File: src/hdl/swt_pkg.sv
// Shared types, result codes and slot lookup tables for the sliding window tracker.
package swt_pkg;

  localparam int unsigned SEND_WINDOW_DEF = 8;
  localparam int unsigned RECV_WINDOW_DEF = 8;

  localparam int unsigned SEQ_W  = 8;
  localparam int unsigned SLOT_W = 3;
  localparam int unsigned SEQ_N  = 1 << SEQ_W;

  typedef enum logic [2:0] {
    KIND_TX      = 3'd0,
    KIND_FREED   = 3'd1,
    KIND_DELIVER = 3'd2,
    KIND_ACK     = 3'd3,
    KIND_FULL    = 3'd4
  } kind_t;

  typedef enum logic [5:0] {
    ST_IDLE    = 6'b000001,
    ST_DECODE  = 6'b000010,
    ST_SEND    = 6'b000100,
    ST_FREE    = 6'b001000,
    ST_DELIVER = 6'b010000,
    ST_ACK     = 6'b100000
  } state_t;

  typedef logic [SEQ_W-1:0] seq_t;
  typedef seq_t mod_tbl_t [0:SEQ_N-1];

  // Builds the table of n mod modulus for every sequence number by counting, so the
  // hardware only does a constant lookup.
  function automatic mod_tbl_t mod_table(input int unsigned modulus);
    mod_tbl_t    t;
    int unsigned r;
    r = 0;
    for (int unsigned i = 0; i < SEQ_N; i++) begin
      t[i] = SEQ_W'(r);
      r    = (r + 1 >= modulus) ? 0 : r + 1;
    end
    return t;
  endfunction

endpackage

File: src/hdl/sliding_window_tracker.sv
// Sliding window tracker: sequence-number engine for a selective-repeat link.
// A send request is decoded, then its single result is loaded once the output is free.
// A header is decoded, then gives one result per freed or delivered slot, a step
// to find the end of the delivery run and one result for the ack.
// Throughput: one item at a time; in_stall stays high from acceptance until the last
// result is loaded into the output register. Synchronous active-low reset clears the
// counters and all receive marks at once.
module sliding_window_tracker #(
  parameter int unsigned SEND_WINDOW = swt_pkg::SEND_WINDOW_DEF,
  parameter int unsigned RECV_WINDOW = swt_pkg::RECV_WINDOW_DEF
) (
  input  logic       clk,
  input  logic       rst_n,
  input  logic       in_valid,
  output logic       in_stall,
  input  logic       in_cmd,
  input  logic [7:0] in_frame_seq,
  input  logic [7:0] in_frame_ack,
  input  logic       in_ack_valid,
  input  logic       in_has_data,
  output logic       out_valid,
  input  logic       out_stall,
  output logic [2:0] out_kind,
  output logic [7:0] out_seq_value,
  output logic [2:0] out_slot_index,
  output logic       out_last
);

  localparam int unsigned RIDX_W = (RECV_WINDOW > 1) ? $clog2(RECV_WINDOW) : 1;
  localparam swt_pkg::mod_tbl_t SEND_MOD = swt_pkg::mod_table(SEND_WINDOW);
  localparam swt_pkg::mod_tbl_t RECV_MOD = swt_pkg::mod_table(RECV_WINDOW);
  localparam swt_pkg::seq_t SEND_LIM = swt_pkg::SEQ_W'(SEND_WINDOW);
  localparam swt_pkg::seq_t RECV_LIM = swt_pkg::SEQ_W'(RECV_WINDOW);

  swt_pkg::state_t state_r, state_nxt;

  swt_pkg::seq_t last_acked_r, last_acked_nxt;
  swt_pkg::seq_t last_sent_r, last_sent_nxt;
  swt_pkg::seq_t next_exp_r, next_exp_nxt;
  logic [RECV_WINDOW-1:0] marks_r, marks_nxt;

  logic          cmd_r, ackv_r, data_r;
  swt_pkg::seq_t fseq_r, fack_r;

  logic                        out_valid_r;
  swt_pkg::kind_t              out_kind_r;
  swt_pkg::seq_t               out_seq_r;
  logic [swt_pkg::SLOT_W-1:0]  out_slot_r;
  logic                        out_last_r;

  logic                        emit, emit_last;
  swt_pkg::kind_t              emit_kind;
  swt_pkg::seq_t               emit_seq;
  logic [swt_pkg::SLOT_W-1:0]  emit_slot;

  // Shared sequence adder: increments the selected counter, or steps back one for the ack.
  swt_pkg::seq_t add_a, add_b, add_sum;

  swt_pkg::seq_t outstanding, ack_pos, rx_pos;
  logic          ack_go, mark_hit, rx_go, out_free, in_accept;
  logic [RIDX_W-1:0]          fseq_idx, ne_idx;
  logic [swt_pkg::SLOT_W-1:0] send_slot, ne_slot;

  assign in_stall  = (state_r != swt_pkg::ST_IDLE);
  assign in_accept = in_valid && !in_stall;
  assign out_free  = !out_valid_r || !out_stall;

  always_comb begin
    unique case (state_r)
      swt_pkg::ST_FREE:    add_a = last_acked_r;
      swt_pkg::ST_DELIVER: add_a = next_exp_r;
      swt_pkg::ST_ACK:     add_a = next_exp_r;
      default:             add_a = last_sent_r;
    endcase
    add_b = (state_r == swt_pkg::ST_ACK) ? '1 : swt_pkg::SEQ_W'(1);
  end
  assign add_sum = add_a + add_b;

  assign outstanding = last_sent_r - last_acked_r;
  assign ack_pos     = fack_r - last_acked_r - swt_pkg::SEQ_W'(1);
  assign ack_go      = ackv_r && (ack_pos < outstanding);
  assign rx_pos      = fseq_r - next_exp_r;
  assign mark_hit    = data_r && (rx_pos < RECV_LIM);
  assign rx_go       = data_r && (fseq_r == next_exp_r);

  assign fseq_idx  = RECV_MOD[fseq_r][RIDX_W-1:0];
  assign ne_idx    = RECV_MOD[next_exp_r][RIDX_W-1:0];
  assign ne_slot   = RECV_MOD[next_exp_r][swt_pkg::SLOT_W-1:0];
  assign send_slot = SEND_MOD[add_sum][swt_pkg::SLOT_W-1:0];

  always_comb begin
    state_nxt      = state_r;
    last_acked_nxt = last_acked_r;
    last_sent_nxt  = last_sent_r;
    next_exp_nxt   = next_exp_r;
    marks_nxt      = marks_r;
    emit           = 1'b0;
    emit_last      = 1'b0;
    emit_kind      = swt_pkg::KIND_TX;
    emit_seq       = add_sum;
    emit_slot      = send_slot;
    unique case (state_r)
      swt_pkg::ST_IDLE: begin
        if (in_accept) begin
          state_nxt = swt_pkg::ST_DECODE;
        end
      end
      swt_pkg::ST_DECODE: begin
        if (cmd_r && mark_hit) begin
          marks_nxt[fseq_idx] = 1'b1;
        end
        if (!cmd_r) begin
          state_nxt = swt_pkg::ST_SEND;
        end else if (ack_go) begin
          state_nxt = swt_pkg::ST_FREE;
        end else if (rx_go) begin
          state_nxt = swt_pkg::ST_DELIVER;
        end else begin
          state_nxt = swt_pkg::ST_IDLE;
        end
      end
      swt_pkg::ST_SEND: begin
        if (out_free) begin
          emit      = 1'b1;
          emit_last = 1'b1;
          if (outstanding >= SEND_LIM) begin
            emit_kind = swt_pkg::KIND_FULL;
          end else begin
            emit_kind     = swt_pkg::KIND_TX;
            last_sent_nxt = add_sum;
          end
          state_nxt = swt_pkg::ST_IDLE;
        end
      end
      swt_pkg::ST_FREE: begin
        if (out_free) begin
          emit           = 1'b1;
          emit_kind      = swt_pkg::KIND_FREED;
          emit_last      = (add_sum == fack_r) && !rx_go;
          last_acked_nxt = add_sum;
          if (add_sum == fack_r) begin
            state_nxt = rx_go ? swt_pkg::ST_DELIVER : swt_pkg::ST_IDLE;
          end
        end
      end
      swt_pkg::ST_DELIVER: begin
        if (!marks_r[ne_idx]) begin
          state_nxt = swt_pkg::ST_ACK;
        end else if (out_free) begin
          emit              = 1'b1;
          emit_kind         = swt_pkg::KIND_DELIVER;
          emit_seq          = next_exp_r;
          emit_slot         = ne_slot;
          marks_nxt[ne_idx] = 1'b0;
          next_exp_nxt      = add_sum;
        end
      end
      swt_pkg::ST_ACK: begin
        if (out_free) begin
          emit      = 1'b1;
          emit_last = 1'b1;
          emit_kind = swt_pkg::KIND_ACK;
          emit_slot = '0;
          state_nxt = swt_pkg::ST_IDLE;
        end
      end
      default: state_nxt = swt_pkg::ST_IDLE;
    endcase
  end

  always_ff @(posedge clk) begin
    if (!rst_n) begin
      state_r      <= swt_pkg::ST_IDLE;
      last_acked_r <= '0;
      last_sent_r  <= '0;
      next_exp_r   <= '0;
      marks_r      <= '0;
      out_valid_r  <= 1'b0;
    end else begin
      state_r      <= state_nxt;
      last_acked_r <= last_acked_nxt;
      last_sent_r  <= last_sent_nxt;
      next_exp_r   <= next_exp_nxt;
      marks_r      <= marks_nxt;
      if (emit) begin
        out_valid_r <= 1'b1;
      end else if (!out_stall) begin
        out_valid_r <= 1'b0;
      end
    end
  end

  always_ff @(posedge clk) begin
    if (in_accept) begin
      cmd_r  <= in_cmd;
      fseq_r <= in_frame_seq;
      fack_r <= in_frame_ack;
      ackv_r <= in_ack_valid;
      data_r <= in_has_data;
    end
    if (emit) begin
      out_kind_r <= emit_kind;
      out_seq_r  <= emit_seq;
      out_slot_r <= emit_slot;
      out_last_r <= emit_last;
    end
  end

  assign out_valid      = out_valid_r;
  assign out_kind       = out_kind_r;
  assign out_seq_value  = out_seq_r;
  assign out_slot_index = out_slot_r;
  assign out_last       = out_last_r;

  // Between items the slot of the next expected frame is always unmarked.
  a_ne_slot_clear: assert property (@(posedge clk) disable iff (!rst_n)
    (state_r == swt_pkg::ST_IDLE) |-> !marks_r[ne_idx])
    else $error("receive slot of next expected frame marked while idle");

  // The send side never holds more frames than the window allows.
  a_outstanding: assert property (@(posedge clk) disable iff (!rst_n)
    outstanding <= SEND_LIM)
    else $error("outstanding frames exceed send window");

  // Every freed result advances the acknowledged number by exactly one.
  a_free_step: assert property (@(posedge clk) disable iff (!rst_n)
    (state_r == swt_pkg::ST_FREE && emit) |=>
      (last_acked_r == $past(last_acked_r) + swt_pkg::SEQ_W'(1)))
    else $error("freed slot did not advance last acked");

  // The final result of an item hands control back to the input side.
  a_last_idle: assert property (@(posedge clk) disable iff (!rst_n)
    (emit && emit_last) |=> (state_r == swt_pkg::ST_IDLE))
    else $error("final result not followed by idle");

  // A result is only loaded when the output register can take it.
  a_no_overwrite: assert property (@(posedge clk) disable iff (!rst_n)
    (out_valid_r && out_stall) |-> !emit)
    else $error("output register overwritten while stalled");

endmodule

File: config.mk
export PLATFORM = sky130hd
export DESIGN_NAME = sliding_window_tracker
export DESIGN_NICKNAME = d
export VERILOG_FILES = /design/src/hdl/swt_pkg.sv /design/src/hdl/sliding_window_tracker.sv
export SDC_FILE = /design/constraint.sdc
export NUM_CORES = 1
export LEC_CHECK = 0
export BUFFER_PORTS_ARGS = -buffer_cell sky130_fd_sc_hd__buf_4
export CAP_MARGIN = 20
export CORE_UTILIZATION = 65
export CTS_CLUSTER_DIAMETER = 30
export DETAILED_ROUTE_END_ITERATION = 16
export GPL_TIMING_DRIVEN = 0
export PLACE_DENSITY_LB_ADDON = 0.25
export SKIP_LAST_GASP = 1
export SYNTH_ARGS = -nofsm -noshare
export SYNTH_HDL_FRONTEND = slang
export SYNTH_SLANG_ARGS = --single-unit
File: constraint.sdc
create_clock -name clk -period 6.4 [get_ports clk]
set_input_delay 1.28 -clock clk [delete_from_list [all_inputs] [get_ports clk]]
set_output_delay 1.28 -clock clk [all_outputs]
set_load 0.01 [all_outputs]
Yosys cells after proc, flatten, opt, wreduce, memory -nomap -nowiden --
Memories as Yosys holds them, arrays and structs flattened. Index checks and enable logic that the tools add are counted.
Word-level totals: logic and storage cells 128, ROM bits 6144, register bits after elaboration 73, RAM bits 0, bits in latches 0, memories 3, output and inout port bits 17
Memories:
- (no name shown) | depth 256, width 8, read ports 1, clocked after memory_dff 0, write ports 0, RTL line sliding_window_tracker.sv:89 | assign send_slot = SEND_MOD[add_sum][swt_pkg::SLOT_W-1:0];
- (no name shown) | depth 256, width 8, read ports 1, clocked after memory_dff 0, write ports 0, RTL line sliding_window_tracker.sv:88 | assign ne_slot = RECV_MOD[next_exp_r][swt_pkg::SLOT_W-1:0];
- (no name shown) | depth 256, width 8, read ports 1, clocked after memory_dff 0, write ports 0, RTL line sliding_window_tracker.sv:86 | assign fseq_idx = RECV_MOD[fseq_r][RIDX_W-1:0];
Cells by class: shifts and indexed selects 0, bitwise operators 7, $lt $le $gt $ge 10, multiply operators 0, multiplexer cells 48, reductions and logical operators 22, eq/ne operators 18, divide/modulo/power cells 0, add/sub/neg operators 5
Operators by type and width (count):
- two-way mux 8 bit | 7
- two-way mux 3 bit | 11
- one-hot mux 8 bit (2 select lines) | 2
- two-way mux 6 bit | 5
- one-hot mux 6 bit (5 select lines) | 1
- greater-or-equal comparator 9 bit, second input constant | 3
- inverter 8 -> 9 bit | 3
- subtractor 8 bit | 3
- == test 8 bit | 2
- two-way mux 5 bit | 3
- inequality test 2 bit, second input constant | 7
- one-hot mux 3 bit (4 select lines) | 1
- two-way mux 1 bit | 9
- adder 8 bit | 1
- bitwise AND 8 bit | 1
- greater-or-equal comparator 8 x 4 -> 1 bit, second input constant | 1
- logical AND 1 bit | 8
- < comparator 3 x 4 -> 1 bit, second input constant | 2
- < comparator 8 x 4 -> 1 bit, second input constant | 1
- < comparator 8 bit | 1
- inverter 8 bit | 1
- OR 8 bit | 1
- subtractor 8 x 1 -> 8 bit, second input constant | 1
- demux 1 bit (select 3 bit) | 2
- 23 further kinds | 33

Depth between registers and ports, before layout --
Gate-level depths: netlist of run 1.
word-level depth 13, gate-level depth with buffers 18, mapped depth without buffers 18

Worst setup path before layout of run 1 --
Ideal clock, no wire load.
kind reg2reg, start reg state_r[3], end reg state_r[3], path slack 2.568 ns, data required time 6.285 ns, cell stages (with the launch flop) 15, path buffers 1, data arrival time 3.718 ns, cells stage by stage dfxtp_1 buf_6 or4_4 or3b_4 nand3_1 inv_1 fa_1 nand2b_1 a21oi_1 mux2_2 o22ai_1 o21ai_0 nor4b_4 a21oi_2 o21a_1
On the way: cells in the longest elaborated chain, start to end 7
RTL lines:
- start, declared | RTL line sliding_window_tracker.sv:35 | swt_pkg::state_t state_r, state_nxt;
- start signal, assigned | RTL line sliding_window_tracker.sv:173 | state_r <= swt_pkg::ST_IDLE;
- start signal, assigned | RTL line sliding_window_tracker.sv:180 | state_r <= state_nxt;
- == test 6 bit or == test 6 x 5 -> 1 bit (tied branches) | RTL line sliding_window_tracker.sv:69 | unique case (state_r)
- OR reduction 2 bit (no source line)
- one-hot mux 8 bit (2 select lines) (*) | RTL line sliding_window_tracker.sv:69
- adder 8 bit (*) | RTL line sliding_window_tracker.sv:77 | assign add_sum = add_a + add_b;
- net add_sum[0] | RTL line sliding_window_tracker.sv:57 | swt_pkg::seq_t add_a, add_b, add_sum;
- == test 8 bit (*) | RTL line sliding_window_tracker.sv:141 | if (add_sum == fack_r) begin
- inequality test 2 bit (no source line) (*)
- AND reduction 5 bit (no source line) (*)
Mark *: on every way through the listed nets, which the timed path passes. The rest lies on a longest branch. A chain may end at the register's enable or synchronous reset.

Worst setup path in the final report of run 1 --
start reg state_r[3], end reg state_r[3]
On the way: cells in the longest elaborated chain, start to end 7
RTL lines (RTL line):
- == test 6 bit or == test 6 x 5 -> 1 bit (tied branches) | sliding_window_tracker.sv:69, sliding_window_tracker.sv:75, sliding_window_tracker.sv:102
- OR reduction 2 bit (no source line)
- one-hot mux 8 bit (2 select lines) | sliding_window_tracker.sv:69
- adder 8 bit | sliding_window_tracker.sv:77
- == test 8 bit | sliding_window_tracker.sv:141
- inequality test 2 bit (no source line)
- AND reduction 5 bit (no source line)
Parallel ways exist; a longest one is shown, timed or not.

==> summary.txt, run 1 <==
Cells and area
  • Post-route cell area: 5230 sq um
  • Net count, final: 610
  • P&R area growth vs syn: 14.1%
  • Share of layout cells above drive strength 1: 12.8%
  • Area occupied by multi-input gates: 2580 sq um
  • Fillers: 498
  • Ant diodes: 0
  • Register area: 1800 sq um
  • Fin util: 77.0%

Logic synthesis
  • Post-synth EDFFs: 34
  • Mux cell area share after synthesis: 3.09%
  • Syn_area_per_cell: 9.20 sq um
  • Cell variety after synth: 63
  • Seq/Total Area, Yosys: 39.3%
  • Cell Area, Synth: 4580 sq um
  • Yosys top cell area share: 22.3%
  • Largest family of logic cells by synthesized area: compound AO/OA/AOI/OAI gates
  • Top cells by area, synth: edfxtp_1 22%, dfxtp_1 17%, ha_1 9.3%
  • Synth Warn #: 0
  • Syn nets: 558
  • Async SR Flop Fraction: 0%
  • Gate Count Post-Synth: 498
  • Synthesized flop and latch total: 73
  • Top_reg_cell synth: dfxtp_1
  • Adder-Cell Fraction of Synth Area: 10.6%
  • Compound-Gate Fraction of Synth Area: 18.4%
  • Post-synth top area cell: edfxtp_1
  • Xor and xnor area share after synthesis: 6.20%
  • Post-Synth Simple-Gate Area: 17.9%

Global route
  • Met3 Use GR: 5.10%
  • Met1 Use GR: 47.2%
  • Grt peak-use layer: met2
  • Total grt overflow: 0
  • Number of global-route vias before repair: 3722
  • Antenna violations before repair: 0
  • GRT Overall Usage: 33.4%
  • GR Layer Usage met2: 51.6%
  • Largest net degree at the start of global routing: 20
  • First-pass GRT wire length: 18800 microns

Pwr
  • Sequential share of power: 47.7%
  • Power Total: 1.12 mW
  • Max VDD drop: 180 uV
  • Combinational Power Share: 16.5%
  • Power per Cell Area: 214 nW/um^2
  • Sw frac: 27.6%
  • Pint: 0.810 mW
  • P_leak: 2.02 nW
  • Psw: 0.309 mW
  • Clock power share: 35.8%

Critical path
  • Crit end category: flip-flop
  • Worst reg2reg path depth: 13
  • Crit Path Category: flip-flop to flip-flop
  • WP data arrival: 5.06 ns
  • Crit start category: flip-flop
  • Reg2reg setup slack: 1.58 ns
  • Worst R2R End: state_r[3]
  • R2R Path Start: state_r[3]
  • Max Fanout on Critical Path: 10
  • Required time worst endpoint: 6.65 ns

Drt
  • Average wire per cell in the routed design: 18.0 microns
  • Drt total wl: 11700 microns
  • Via/cell ratio: 6.23
  • Post-route DRC violation count: 0
  • DRT Pass-1 Iters: 5
  • Routed Antenna Nets: 0
  • Via count of the routed design: 4053
  • DRT iter0 DRCs: 336

Floorplan
  • Die Y: 85.9 microns
  • DIE AREA: 7390 sq um
  • Die Wd: 85.9 microns
  • Core Area: 6790 sq um
  • I/O pin cnt: 40
  • Row count: 30
  • Starting Density: 67.4%

Worst hold path
  • Worst Hold Launch: last_acked_r[6]
  • Hold EP: last_acked_r[6]
  • Cell depth of the worst hold path: 2
  • Worst hold path class: flip-flop to flip-flop

STA
  • Setup violators final: 0
  • Fmax: 208 MHz
  • Hold Vio Cnt, Final: 0
  • Worst setup margin: 1.58 ns
  • Min cycle time layout: 4.82 ns
  • Setup TNS: 0 ns
  • Slew Limit Fails: 0
  • Post-Route Skew: 0.0130 ns
  • Worst-Margin Slew: 1.05 ns
  • Final period util: 75.3%
  • Unrepaired setup endpoints after global routing: false
  • Slew headroom: 29.7%

Place
  • DP Wirelength: 8710 microns
  • GPL Wtd Cong: 0.997
  • Dpl ws: 1.75 ns
  • Port Buffer Count: 39
  • Area post-placement: 5000 sq um

Clocking
  • CTS tree: yes
  • Maximum clock path buffer count: 2
  • CTS Sinks: 73
  • CTS Buf Count: 9
  • # hold bufs at CTS: 0
  • Root buf cell: clkbuf_8
  • Clk_lat worst skew: 0.35 ns
  • Clock slew seen by the registers of the worst setup and hold paths: 0.08 ns
  • Setup repair bufs after CTS: 0
  • # resized after CTS: 0
  • H-tree Lvls: 3

Run status
  • Status: finished clean

Run
  • Max_cap viols: 0
metal layers:
layer,vias to the layer above,part of all wire (%)
met1,1903,44
met5,-,0
met3,23,9.0
met4,0,2.5
met2,213,44
li1,1914,-
synth_stat cells (all sizes together), types with 3 or more instances:
cell	n
o22ai	3
or4	3
xor2	5
nand3	17
o221ai	3
a211oi	5
nand4	3
o41ai	4
nand2b	9
a21o	8
inv	38
nor2b	8
nor4b	4
a221o	6
fa	3
nor3	6
nor4	4
nor2	46
o21ai	21
xnor2	24
mux2i	13
o311ai	4
and3	3
nand2	49
ha	34
or2	3
and2	3
o21bai	5
a21oi	38
a31oi	4
edfxtp	34
o31ai	5
clkbuf	13
dfxtp	39
o21a	5
power groups by stage:
stage / Combinational (mW) / Clock, mW / Sequential (mW)
after global routing: 0.206 / 0.418 / 0.536
after global placement: 0.173 / 0 / 0.544
after CTS: 0.183 / 0.400 / 0.533
after floorplan: 0.129 / 0 / 0.537
final: 0.185 / 0.401 / 0.533
after detailed placement: 0.181 / 0 / 0.544
per-stage QoR:
stage               cells  hold slack (ns)
finish                651            0.468
global route          651            0.491
CTS                   650            0.467
detailed placement    634            0.457
global placement      633            0.443
floorplan             498            0.436
layout make-up:
class	count	area share, %
Buffer	14	1.15
Inverter	38	2.73
Timing Repair Buffer	41	5.84
Clock buffer	11	3.11
Sequential cell	73	34.5
Tap cell	96	2.30
Clock inverter	5	1.15
Multi-Input combinational cell	373	49.3
cells in the final DEF (no fill, tap or decap), types with 10 or more instances in the layout:
cell type and instances:
a21oi_1 37, mux2i_1 13, nand3_1 17, nor2_1 46, ha_1 34, inv_1 37
o21ai_0 20, buf_4 40, dfxtp_1 39, nand2_1 49, edfxtp_1 34, xnor2_1 23
clkbuf_8 10, clkbuf_1 13
logic make-up after synthesis:
logic type,Yosys count
AOI/OAI and AO/OA,126
xor gates and xnor gates,30
adders and majority gates,37
buffers and inverters,52
DFF,73
muxes,14
and+or+nand+nor,166
state kept, by name, summed over array words and instances, names as in the netlist, 3 cells and up:
register and cells:
fack_r 8, fseq_r 8, last_acked_r 8, last_sent_r 8, marks_r 8, next_exp_r 8
out_seq_value 8, state_r 6, out_kind 3, out_slot_index 3
how the worst max path moves through the flow:
stage | depth (start not counted) | from | endpoint
after global placement | 13 | state_r[3] | state_r[3]
after detailed placement | 13 | state_r[3] | state_r[3]
after global routing | 13 | state_r[3] | state_r[3]
final | 13 | state_r[3] | state_r[3]
after CTS | 13 | state_r[3] | state_r[3]
after floorplan | 14 | state_r[3] | state_r[3]
worst max-delay path, stage by stage (launching register included):
cell and delay, ns:
dfxtp_1 0.31, buf_6 0.13, or4_4 0.54, nor2_1 0.64, nor2_1 0.31, a221o_1 0.36, ha_1 0.33, xnor2_1 0.47
xor2_1 0.21, a2111oi_0 0.47, nand3_1 0.19, nor4b_4 0.42, a21oi_2 0.11, o21a_1 0.20
Power figures use the tool's default switching activity.
==> inputs of run 2 (changes only) <==
CORE_UTILIZATION = 54   (was 65)
clock period = 4.3 ns   (was 6.4 ns; I/O delays follow)
==> summary.txt, run 2 (same netlist as run 1, synthesis figures left out) <==
Run status
  • Status: finished clean (unchanged)

Clocking
  • CTS Buf Count: 9 (unchanged)
  • # hold bufs at CTS: 0 (unchanged)
  • Clock slew seen by the registers of the worst setup and hold paths: 0.09 ns (was 0.08 ns)
  • Maximum clock path buffer count: 2 (unchanged)
  • Root buf cell: clkbuf_8 (unchanged)
  • CTS tree: yes (unchanged)
  • CTS Sinks: 73 (unchanged)
  • Clk_lat worst skew: 0.36 ns (was 0.35 ns)
  • H-tree Lvls: 3 (unchanged)

Worst hold path
  • Cell depth of the worst hold path: 2 (unchanged)
  • Worst hold path class: flip-flop to flip-flop (unchanged)

Drt
  • DRT iter0 DRCs: 244 (was 336)
  • Post-route DRC violation count: 0 (unchanged)
  • DRT Pass-1 Iters: 6 (was 5)
  • Routed Antenna Nets: 0 (unchanged)
  • Drt total wl: 11600 microns (was 11700 microns)
  • Average wire per cell in the routed design: 17.6 microns (was 18.0 microns)
  • Via/cell ratio: 6.07 (was 6.23)
  • Via count of the routed design: 3999 (was 4053)

Cells and area
  • P&R area growth vs syn: 15.2% (was 14.1%)
  • Most frequent cells in the layout: 48 x nand2_1, 43 x nor2_1, 39 x buf_4, 39 x dfxtp_1, 37 x inv_1 (was 49 x nand2_1, 46 x nor2_1, 40 x buf_4, 39 x dfxtp_1)
  • Post-route cell area: 5280 sq um (was 5230 sq um)
  • Most common cell after layout, fill and taps aside: nand2_1 (unchanged)
  • Post-route insts no fill: 659 (was 651)
  • Share of layout cells above drive strength 1: 14.4% (was 12.8%)
  • Ant diodes: 0 (unchanged)
  • Net count, final: 609 (was 610)

STA
  • Worst setup margin: 0.176 ns (was 1.58 ns)
  • Slew headroom: 33.7% (was 29.7%)
  • Setup violators final: 0 (unchanged)
  • Unrepaired setup endpoints after global routing: false (unchanged)
  • Slew Limit Fails: 0 (unchanged)
  • Hold Vio Cnt, Final: 0 (unchanged)
  • Hold WS: 0.460 ns (was 0.468 ns)
  • Min cycle time layout: 4.12 ns (was 4.82 ns)
  • Final period util: 95.9% (was 75.3%)
  • Post-Route Skew: 0.0175 ns (was 0.0130 ns)
  • Worst-Margin Slew: 0.995 ns (was 1.05 ns)
  • Fmax: 242 MHz (was 208 MHz)

Place
  • Port Buffer Count: 39 (unchanged)
  • GPL Wtd Cong: 0.961 (was 0.997)
  • Dpl ws: -0.372 ns (was 1.75 ns)
  • DP Wirelength: 8620 microns (was 8710 microns)
  • Area post-placement: 5010 sq um (was 5000 sq um)
  • Dpl cells: 642 (was 634)

Floorplan
  • DIE AREA: 8850 sq um (was 7390 sq um)
  • Row count: 33 (was 30)
  • I/O pin cnt: 40 (unchanged)
  • Starting Density: 55.7% (was 67.4%)
  • Core Area: 8220 sq um (was 6790 sq um)
  • Die Wd: 94.1 microns (was 85.9 microns)
  • Die Y: 94.1 microns (was 85.9 microns)

Global route
  • GRT Overall Usage: 28.0% (was 33.4%)
  • Total grt overflow: 0 (unchanged)
  • First-pass GRT wire length: 18700 microns (was 18800 microns)
  • Number of global-route vias before repair: 3757 (was 3722)
  • Largest net degree at the start of global routing: 20 (unchanged)
  • Antenna violations before repair: 0 (unchanged)

Critical path
  • Crit-path slowest cell: or4_4 (was nor2_1)
  • WP data arrival: 4.38 ns (was 5.06 ns)
  • Crit end category: flip-flop (unchanged)
  • Slowest stage delay, CP: 0.61 ns (was 0.64 ns)
  • Max Fanout on Critical Path: 7 (was 10)
  • Worst reg2reg path depth: 13 (unchanged)
  • Crit start category: flip-flop (unchanged)
  • Crit Path Category: flip-flop to flip-flop (unchanged)
  • Required time worst endpoint: 4.56 ns (was 6.65 ns)
  • Sequence of cells on the critical path: or4_4, or3b_4, nand3_2, inv_1, fa_1, nand2b_1, a21oi_4, mux2_2, o22ai_1, o21ai_0, nor4b_4, a21oi_2, o21a_1 (was buf_6, or4_4, nor2_1, nor2_1, a221o_1, ha_1, xnor2_1, xor2_1, a2111oi_0, nand3_1, nor4b_4, a21oi_2, o21a_1)

Pwr
  • Power per Cell Area: 303 nW/um^2 (was 214 nW/um^2)
  • P_leak: 2.02 nW (about the same)
  • Max VDD drop: 232 uV (was 180 uV)

Run
  • Max_cap viols: 0 (unchanged)
run 2: changes by cell type in the layout (fill, tap and decap cells not counted), sizes merged:
| cell | change |
|---|---|
| inv | +4 |
| clkbuf | -2 |
| buf | -1 |
| bufinv | -1 |
| clkinv | -1 |
run 2: power by group:
part	switching [mW]	leakage, nW	internal, mW
Clock	0.304	0.0931	0.221
Combinational	0.153	1.28	0.122
Sequential	0.0341	0.639	0.764
run 2: what timing repair did:
action	CTS	global route
setup buffers	0	0
resized for setup	5	10
pin swaps	0	1
cloned	0	0
endpoints found under the setup margin	4	4
run 2: final timing paths:
kind	startpoint	endpoint	slack, ns
worst max-delay path	state_r[2]	state_r[3]	0.18
worst min register to register	last_acked_r[6]	last_acked_r[6]	0.46
worst max register to register	state_r[2]	state_r[3]	0.18
worst min-delay path	last_acked_r[6]	last_acked_r[6]	0.46
run 2: worst max-delay path: cells and delay by family, from the launching register on:
family | cells | cell delay (ns)
buffers and inverters | 1 | 0.09
adders and majority gates | 1 | 0.52
and+or+nand+nor | 5 | 1.80
DFF | 1 | 0.39
AOI/OAI and AO/OA | 5 | 0.85
muxes | 1 | 0.36
run 2: layout make-up:
type,instances,area (sq um)
clock buffers,9,124
well taps,105,131
repair buffers,40,298
inverters,38,143
multi-input cells,373,2660
clock inverters,7,60.1
flip-flops and latches,73,1800
fillers,673,2940
plain buffers,14,60.1
run 2: stage by stage:
| step | util, % | setup TNS [ns] | power, mW |
|---|---|---|---|
| 5_1_grt | 64.2 | 0 | 1.66 |
| 4_1_cts | 63.5 | 0 | 1.59 |
| 3_5_place_dp | 61.0 | -1.29 | 1.07 |
| 6_report | 64.2 | 0 | 1.60 |
| 3_3_place_gp | 60.9 | -1.04 | 1.06 |
| 2_1_floorplan | - | 0 | 0.990 |
run 2: layer usage:
| metal | routed length, microns | track usage [%] | share of wire, % | vias up |
|---|---|---|---|---|
| li1 | - | - | - | 1924 |
| met1 | 5250 | 39.1 | 45 | 1889 |
| met4 | 322 | 11.5 | 2.8 | 0 |
| met5 | 0 | 0 | 0 | - |
| met3 | 779 | 3.56 | 6.7 | 25 |
| met2 | 5250 | 43.7 | 45 | 161 |
==> inputs of run 3 (changes only) <==
ABC_AREA = 1   (was unset)
CORE_UTILIZATION = 55   (was 54)
==> summary.txt, run 3 <==
Clocking
  • H-tree Lvls: 3 (unchanged)
  • # resized after CTS: 0 (was 5)
  • # hold bufs at CTS: 0 (unchanged)
  • Maximum clock path buffer count: 2 (unchanged)
  • Root buf cell: clkbuf_8 (unchanged)
  • CTS Buf Count: 9 (unchanged)
  • Clock slew seen by the registers of the worst setup and hold paths: 0.08 ns (was 0.09 ns)
  • Setup repair bufs after CTS: 0 (unchanged)
  • CTS tree: yes (unchanged)
  • CTS Sinks: 73 (unchanged)
  • Clk_lat worst skew: 0.36 ns (about the same)

Critical path
  • CP most frequent cell: nor2_1
  • Crit end category: flip-flop (unchanged)
  • Worst reg2reg path depth: 21 (was 13)
  • Crit-path slowest cell: xor2_1 (was or4_4)
  • Sequence of cells on the critical path: nor2_1, nand3_4, clkinv_2, nand2_2, nand3_4, nand2_4, fa_1, xor2_1, or2_1, nand3_1, nor2_1, nand3_1, nor2_1, nand3_1, nor2_2, nand2_2, nand2_4, nand2_4, nand2_1, nand2_1, nor2_1 (was or4_4, or3b_4, nand3_2, inv_1, fa_1, nand2b_1, a21oi_4, mux2_2, o22ai_1, o21ai_0, nor4b_4, a21oi_2, o21a_1)
  • Max Fanout on Critical Path: 8 (was 7)
  • Crit start category: flip-flop (unchanged)
  • WP data arrival: 3.82 ns (was 4.38 ns)
  • Required time worst endpoint: 4.60 ns (was 4.56 ns)
  • Reg2reg setup slack: 0.78 ns (was 0.18 ns)
  • Worst R2R End: state_r[2] (was state_r[3])
  • R2R Path Start: state_r[4] (was state_r[2])
  • Slowest stage delay, CP: 0.47 ns (was 0.61 ns)
  • Crit Path Category: flip-flop to flip-flop (unchanged)

Place
  • GPL Wtd Cong: 0.901 (was 0.961)
  • Area post-placement: 5260 sq um (was 5010 sq um)
  • Port Buffer Count: 39 (unchanged)
  • DP Wirelength: 8900 microns (was 8620 microns)

Logic synthesis
  • Gate Count Post-Synth: 613 (was 498)
  • Top cells by area, synth: edfxtp_1 21%, dfxtp_1 16%, ha_1 8.9% (was edfxtp_1 22%, dfxtp_1 17%, ha_1 9.3%)
  • Cell with the most instances after synthesis: inv_1 (was nand2_1)
  • Async SR Flop Fraction: 0% (unchanged)
  • Top_reg_cell synth: dfxtp_1 (unchanged)
  • Cell variety after synth: 43 (was 63)
  • Seq/Total Area, Yosys: 37.6% (was 39.3%)
  • Yosys top cell area share: 21.3% (was 22.3%)
  • Synth Warn #: 0 (unchanged)
  • Top cell types by occurrence after synthesis: 100 x inv_1, 94 x nand2_1, 61 x o21ai_0 (was 49 x nand2_1, 46 x nor2_1, 39 x dfxtp_1)
  • Cell Area, Synth: 4790 sq um (was 4580 sq um)
  • Syn nets: 673 (was 558)
  • Synthesized flop and latch total: 73 (unchanged)
  • Post-synth top area cell: edfxtp_1 (unchanged)
  • Syn_area_per_cell: 7.82 sq um (was 9.20 sq um)
  • Post-synth EDFFs: 34 (unchanged)

Run
  • Max_cap viols: 0 (unchanged)

Global route
  • First-pass GRT wire length: 18500 microns (was 18700 microns)
  • Antenna violations before repair: 0 (unchanged)
  • Number of global-route vias before repair: 3939 (was 3757)
  • GRT Overall Usage: 27.3% (was 28.0%)
  • Total grt overflow: 0 (unchanged)
  • Largest net degree at the start of global routing: 16 (was 20)

STA
  • Slew headroom: 53.6% (was 33.7%)
  • Hold WS: 0.489 ns (was 0.460 ns)
  • Fmax: 284 MHz (was 242 MHz)
  • Final period util: 81.9% (was 95.9%)
  • Setup violators final: 0 (unchanged)
  • Unrepaired setup endpoints after global routing: false (unchanged)
  • Setup TNS: 0 ns (unchanged)
  • Slew Limit Fails: 0 (unchanged)
  • Worst-Margin Slew: 0.689 ns (was 0.995 ns)
  • Hold Vio Cnt, Final: 0 (unchanged)
  • Min cycle time layout: 3.52 ns (was 4.12 ns)
  • Post-Route Skew: 0.00933 ns (was 0.0175 ns)

Cells and area
  • Fillers: 737 (was 673)
  • P&R area growth vs syn: 13.7% (was 15.2%)
  • Register area: 1800 sq um (unchanged)
  • Net count, final: 725 (was 609)
  • Fin util: 65.4% (was 64.2%)
  • Ant diodes: 0 (unchanged)
  • Area occupied by multi-input gates: 2550 sq um (was 2660 sq um)
  • Share of layout cells above drive strength 1: 13.3% (was 14.4%)
  • Most frequent cells in the layout: 100 x inv_1, 94 x nand2_1, 60 x o21ai_0, 58 x a21oi_1 (was 48 x nand2_1, 43 x nor2_1, 39 x buf_4, 39 x dfxtp_1, 37 x inv_1)
  • Most common cell after layout, fill and taps aside: inv_1 (was nand2_1)
  • Post-route cell area: 5450 sq um (was 5280 sq um)

Worst hold path
  • Hold EP: last_sent_r[5] (was last_acked_r[6])
  • Worst hold path class: flip-flop to flip-flop (unchanged)
  • Cell depth of the worst hold path: 2 (unchanged)
  • Worst Hold Launch: last_sent_r[5] (was last_acked_r[6])

Run status
  • Status: finished clean (unchanged)

Drt
  • Post-route DRC violation count: 0 (unchanged)
  • DRT iter0 DRCs: 284 (was 244)
  • Drt total wl: 11700 microns (was 11600 microns)
  • Via/cell ratio: 5.69 (was 6.07)
  • DRT Pass-1 Iters: 5 (was 6)
  • Routed Antenna Nets: 0 (unchanged)
  • Average wire per cell in the routed design: 15.1 microns (was 17.6 microns)
  • Via count of the routed design: 4408 (was 3999)

Floorplan
  • DIE AREA: 9090 sq um (was 8850 sq um)
  • Row count: 33 (unchanged)
  • I/O pin cnt: 40 (unchanged)
  • Starting Density: 57.5% (was 55.7%)
  • Die Y: 95.4 microns (was 94.1 microns)
  • Core Area: 8340 sq um (was 8220 sq um)
  • Die Wd: 95.4 microns (was 94.1 microns)

Pwr
  • Max VDD drop: 286 uV (was 232 uV)
  • Power per Cell Area: 499 nW/um^2 (was 303 nW/um^2)
  • P_leak: 2.49 nW (was 2.02 nW)
## run 3: cell families after synthesis
family	count (synthesis)	share of synthesized area (%)
buf+inv	117	9.24
flops	73	37.6
simple gates	216	22.1
compound gates	150	17.3
fa+ha+maj	37	10.1
xor+xnor	20	3.65
## run 3: cell type report
| class | instances | area share, % |
|---|---|---|
| plain buffers | 11 | 0.803 |
| repair buffers | 41 | 6.08 |
| well taps | 105 | 2.41 |
| multi-input cells | 423 | 46.8 |
| flip-flops and latches | 73 | 33.1 |
| clock buffers | 9 | 2.27 |
| inverters | 106 | 7.32 |
| clock inverters | 7 | 1.26 |
## run 3: power breakdown
group          switching [mW]  internal [mW]  total (mW)
logic                   0.755          0.477        1.23
clock network           0.272          0.267       0.539
registers              0.0783          0.870       0.949
total                    1.10           1.61        2.72
## run 3: worst max-delay path by stage
stage | to | startpoint | slack [ns] | depth (start not counted)
final | state_r[2] | state_r[4] | 0.78 | 21
after global routing | state_r[2] | state_r[4] | 0.48 | 21
after CTS | state_r[2] | state_r[4] | 0.87 | 21
after detailed placement | state_r[2] | state_r[4] | 0.91 | 21
after global placement | state_r[3] | state_r[4] | 0.94 | 21
after floorplan | state_r[5] | state_r[2] | 1.46 | 20
## run 3: routing by layer
metal | vias to the layer above | routed length, microns | track usage [%]
li1 | 2184 | - | -
met1 | 1989 | 5250 | 37.0
met2 | 211 | 5260 | 43.1
met3 | 24 | 914 | 4.78
met4 | 0 | 289 | 10.5
met5 | - | 0 | 0
## run 3: critical path, delay by kind of cell (launching register included)
kind | cells | cell delay, ns
buf+inv | 1 | 0.19
xor+xnor | 1 | 0.47
fa+ha+maj | 1 | 0.45
simple gates | 18 | 1.97
flops | 1 | 0.36
## run 3: metrics by stage
stage	power [mW]	setup slack (ns)	instances
floorplan	1.83	1.46	613
global placement	2.11	0.941	757
detailed placement	2.18	0.909	759
CTS	2.72	0.871	775
global route	2.92	0.480	775
finish	2.72	0.780	775
